--- src/rtl/core/qrs_pkg.sv ---
// Shared types, widths and codes for the quadratic root solver.
package qrs_pkg;

  localparam int COEF_W   = 16;
  localparam int OUT_FRAC = 16;
  localparam int ROOT_W   = 32;
  // Discriminant b*b - 4ac, signed.
  localparam int D_W      = 2 * COEF_W + 3;
  // Non-negative discriminant as a radicand, padded to an even width.
  localparam int RAD_W    = 2 * COEF_W + 2;
  // Digits of floor(sqrt(D * 2^32)).
  localparam int SQ_W     = RAD_W / 2 + OUT_FRAC;
  // Numerator -b*2^16 +/- sqrt, signed.
  localparam int NUM_W    = SQ_W + 2;

  localparam logic [1:0] KIND_TWO   = 2'd0;
  localparam logic [1:0] KIND_ONE   = 2'd1;
  localparam logic [1:0] KIND_NONE  = 2'd2;
  localparam logic [1:0] KIND_AZERO = 2'd3;

  typedef struct packed {
    logic signed [COEF_W-1:0] coef_a;
    logic signed [COEF_W-1:0] coef_b;
    logic signed [COEF_W-1:0] coef_c;
  } qrs_in_t;

  typedef struct packed {
    logic signed [ROOT_W-1:0] root_one;
    logic signed [ROOT_W-1:0] root_two;
    logic [1:0]               root_kind;
    logic                     saturated;
  } qrs_out_t;

  // Side data that rides along the square root pipeline.
  typedef struct packed {
    logic [1:0]               kind;
    logic signed [COEF_W-1:0] a;
    logic signed [COEF_W-1:0] b;
  } qrs_tag_t;

endpackage

--- src/rtl/core/qrs_disc.sv ---
// Two-stage discriminant unit: products, then b*b - 4ac and root classification.
module qrs_disc (
  input  logic              clk,
  input  logic              rst_n,
  input  logic              en,
  input  logic              in_v,
  input  qrs_pkg::qrs_in_t  in_d,
  output logic              out_v,
  output qrs_pkg::qrs_tag_t out_tag,
  output logic [qrs_pkg::RAD_W-1:0] out_rad
);
  import qrs_pkg::*;

  logic                       v1_r, v2_r;
  logic signed [COEF_W-1:0]   a1_r, b1_r;
  logic signed [2*COEF_W-1:0] bb_r, ac_r;
  logic signed [D_W-1:0]      d;
  logic [1:0]                 kind;
  qrs_tag_t                   tag2_r;
  logic [RAD_W-1:0]           rad2_r;

  always_ff @(posedge clk) begin
    if (!rst_n) begin
      v1_r <= 1'b0;
      v2_r <= 1'b0;
    end else if (en) begin
      v1_r <= in_v;
      v2_r <= v1_r;
    end
  end

  always_ff @(posedge clk) begin
    if (en) begin
      a1_r <= in_d.coef_a;
      b1_r <= in_d.coef_b;
      bb_r <= in_d.coef_b * in_d.coef_b;
      ac_r <= in_d.coef_a * in_d.coef_c;
    end
  end

  always_comb begin
    d = D_W'(bb_r) - (D_W'(ac_r) <<< 2);
    if (a1_r == '0) begin
      kind = KIND_AZERO;
    end else if (d[D_W-1]) begin
      kind = KIND_NONE;
    end else if (d == '0) begin
      kind = KIND_ONE;
    end else begin
      kind = KIND_TWO;
    end
  end

  always_ff @(posedge clk) begin
    if (en) begin
      tag2_r.kind <= kind;
      tag2_r.a    <= a1_r;
      tag2_r.b    <= b1_r;
      rad2_r      <= d[D_W-1] ? '0 : d[RAD_W-1:0];
    end
  end

  assign out_v   = v2_r;
  assign out_tag = tag2_r;
  assign out_rad = rad2_r;

endmodule

--- config.mk ---
export PLATFORM = sky130hd
export DESIGN_NAME = qrs_disc
export DESIGN_NICKNAME = d
export VERILOG_FILES = /design/src/rtl/core/qrs_pkg.sv /design/src/rtl/core/qrs_disc.sv
export SDC_FILE = /design/constraint.sdc
export NUM_CORES = 2
export LEC_CHECK = 0
export BUFFER_PORTS_ARGS = -buffer_cell sky130_fd_sc_hd__buf_2
export CAP_MARGIN = 20
export CELL_PAD_IN_SITES_DETAIL_PLACEMENT = 1
export CELL_PAD_IN_SITES_GLOBAL_PLACEMENT = 1
export CORE_ASPECT_RATIO = 1.5
export CORE_UTILIZATION = 30
export DETAILED_ROUTE_END_ITERATION = 10
export GPL_ROUTABILITY_DRIVEN = 0
export GPL_TIMING_DRIVEN = 0
export PLACE_DENSITY_LB_ADDON = 0.1
export SYNTH_ARGS = -nofsm -noshare
export SYNTH_HDL_FRONTEND = slang
export SYNTH_SLANG_ARGS = --single-unit
--- constraint.sdc ---
create_clock -name clk -period 9.49 [get_ports clk]
set_input_delay 1.4235 -clock clk [delete_from_list [all_inputs] [get_ports clk]]
set_output_delay 1.4235 -clock clk [all_outputs]
set_load 0.05 [all_outputs]
==> flow_summary.toml <==
[grt]
grt_pass1_vias = 20400
track_usage_pct = 18.2
grt_pass1_wl_um = 117000
grt.overflow.total = 0
grt_max_degree = 119
grt_antenna_before_repair = 0

[clock_network]
cts_resized = 0
cts_buffer_depth = 2
clk_latency_ns = 0.52
cts-hold-fix-buffers = 0
cts-root-buf = "clkbuf_16"
cts_max_level = 4
numCtsBuffers = 17
clkSlewWorstSetupHoldPaths_ns = 0.07
post_cts_buffers = 0
cts_tree = "built"
cts_sinks = 163

[final_layout]
fill_cells = 9675
final_core_util_pct = 33.5
area_delta_synth_final_pct = 10.1
drive_gt1_share_pct = 6.94
layout.nets = 3416

[yosys]
synth_xor_xnor_area_share_pct = 3.52
synth_cells = 2529
yosysUniqueCellTypes = 78
syn-cell-area_um2 = 25600
synth-compound-area-share_pct = 5.46
synthMuxAreaShare_pct = 0.279
synthAdderAreaFrac_pct = 48.6
async_flop_share_pct = 0
yosysWarnings = 0
synth-seq-cells = 163
ys.flop_type = "edfxtp_1"
synth_nets = 3277
synth_area_per_cell_um2 = 10.1
ys_seq_area_share_pct = 19.0
synth_edf_count = 161
synth_top_family_by_area = "adder cells"
yosys.area_share.simple_pct = 12.7

[routing]
drtIter0Drc = 453
routed_via_density = 4.49
dr.pass1.iters = 6
route.detailed.drc = 0
antenna_left = 0
routed-via-count = 17100
drt_wl_total_um = 73500
routedWlPerCell_um = 19.3

[worst_setup_path]
regToRegSetupSlack_ns = 5.24
path_max_fanout = 10
cp.required_ns = 9.73
r2r_end = "out_tag[32]"
arrival_ns = 8.83
worstSetupEndpointType = "flop"
crit_end = "ac_r[30]"
worstRegToRegCells = 13
worstReg2RegStart = "bb_r[2]"
startpoint_type = "input pin"
crit_path_start = "in_d[47]"
critPathKind = "in2reg"

[floorplanning]
design.core.area_um2 = 84100
std_cell_rows = 130
die_h_um = 360
dieWidth_um = 241
ios = 121
die_area_um2 = 86500
start_util_pct = 30.4

[timing]
tns_ns = 0
slew_headroom_pct = 44.1
setup_viol = 0
finalCritPeriodShare_pct = 90.5
max_freq_ghz = 0.116
whs_ns = 0.420
rsz0062_at_grt = "false"
worstMarginPinSlew_ns = 0.818
fin_crit_ns = 8.59
skew_ns = 0.0151
hold_violations = 0
maxSlewViolCount = 0

[flow_run]
drv_cap = 0

[placement]
dp_hpwl_um = 63900
io_buffers = 119

[run_status]
run_status = "complete, no violations"

[worst_hold_path]
hold_class = "reg2reg"
## kinds of logic (layout without fill, tap and decap cells)
family                   count (synthesis)  in the layout
AND/OR/NAND/NOR                        647            647
other                                    1              2
AO/OA/AOI/OAI                          207            207
XOR/XNOR                               103            103
flip-flops                             163            163
buffers and inverters                  705            857
multiplexers                             7              7
adder cells (fa/ha/maj)                696            696
## per-layer routing
layer / global-route usage (%) / vias up / share of wire (%)
li1: - / 7979 / -
met1: 19.9 / 8830 / 39
met2: 35.2 / 204 / 56
met3: 2.31 / 68 / 2.2
met4: 6.09 / 0 / 2.9
met5: 0 / - / 0
## final cells by class
| type | count | area, um^2 | area share (%) |
|---|---|---|---|
| Timing Repair Buffer | 120 | 633 | 2.25 |
| Buffer | 67 | 272 | 0.964 |
| Tap cell | 1122 | 1400 | 4.98 |
| Sequential cell | 163 | 4870 | 17.3 |
| Clock buffer | 18 | 429 | 1.52 |
| Multi-Input combinational cell | 1661 | 18100 | 64.1 |
| Clock inverter | 14 | 114 | 0.404 |
| Antenna cell | 1 | 2.50 | 0.00888 |
| Inverter | 638 | 2390 | 8.50 |
## synthesized netlist by cell type (6+ instances only)
library cell,count,area (um^2)
a211oi_1,8,60.1
a21o_1,24,180
a21oi_1,60,300
a31oi_1,10,62.6
and2_1,170,1060
and3_1,11,68.8
and4_1,6,52.6
clkbuf_1,58,218
edfxtp_1,161,4830
fa_1,497,9950
ha_1,199,2490
inv_1,638,2390
mux2i_1,6,60.1
nand2_1,231,867
nand2b_1,22,138
nand3_1,17,85.1
nand4_1,7,43.8
nor2_1,110,413
nor2b_1,13,81.3
nor3_1,16,80.1
nor3b_1,6,45.0
nor4_1,7,43.8
o21a_1,15,113
o21ai_0,27,135
o21bai_1,11,82.6
xnor2_1,77,674
xor2_1,26,228
## critical path, cell delays in order
cell	delay, ns
buf_2	0.18
clkbuf_1	0.50
nand2_1	0.20
inv_1	0.17
fa_1	0.54
fa_1	1.03
fa_1	0.56
fa_1	0.51
fa_1	0.49
inv_1	0.05
fa_1	0.47
inv_1	0.04
ha_1	0.32
inv_1	0.16
o21bai_1	0.09
a221o_1	0.39
or3_1	0.47
nor4_1	0.68
o31ai_1	0.27
nand4b_1	0.16
o311ai_1	0.11
## cells in the final DEF (no fill, tap or decap), types with 24 or more instances in the layout
| master | n |
|---|---|
| inv_1 | 638 |
| fa_1 | 497 |
| nand2_1 | 231 |
| ha_1 | 199 |
| and2_1 | 170 |
| edfxtp_1 | 161 |
| buf_2 | 122 |
| nor2_1 | 110 |
| xnor2_1 | 77 |
| a21oi_1 | 60 |
| clkbuf_1 | 59 |
| o21ai_0 | 27 |
| xor2_1 | 26 |
| a21o_1 | 24 |
## stage by stage
stage          worst slack, ns  cell area, um^2  instances
5_1_grt                  0.549            28200       3803
4_1_cts                  0.788            28200       3803
6_report                 0.899            28200       3804
2_1_floorplan             2.04            25600       2529
3_3_place_gp             0.356            27600       3770
3_5_place_dp             0.222            27600       3771
## how the worst min path moves through the flow
stage	from	end	slack, ns	depth (start not counted)
global route	b1_r[7]	out_tag[7]	0.43	0
floorplan	b1_r[10]	out_tag[10]	0.40	0
global placement	b1_r[13]	out_tag[13]	0.40	0
finish	b1_r[15]	out_tag[15]	0.42	0
CTS	b1_r[7]	out_tag[7]	0.42	0
detailed placement	b1_r[12]	out_tag[12]	0.41	0
## registers in the layout, summed over array words and instances (netlist names)
register / cells
b1_r: 16
out_rad: 33
out_tag: 34
out_v: 1
ac_r: 32
bb_r: 30
v1_r: 1
a1_r: 16
Power is not shown: default switching activity piles up to over one toggle a cycle in this logic, so the estimate is an artifact.
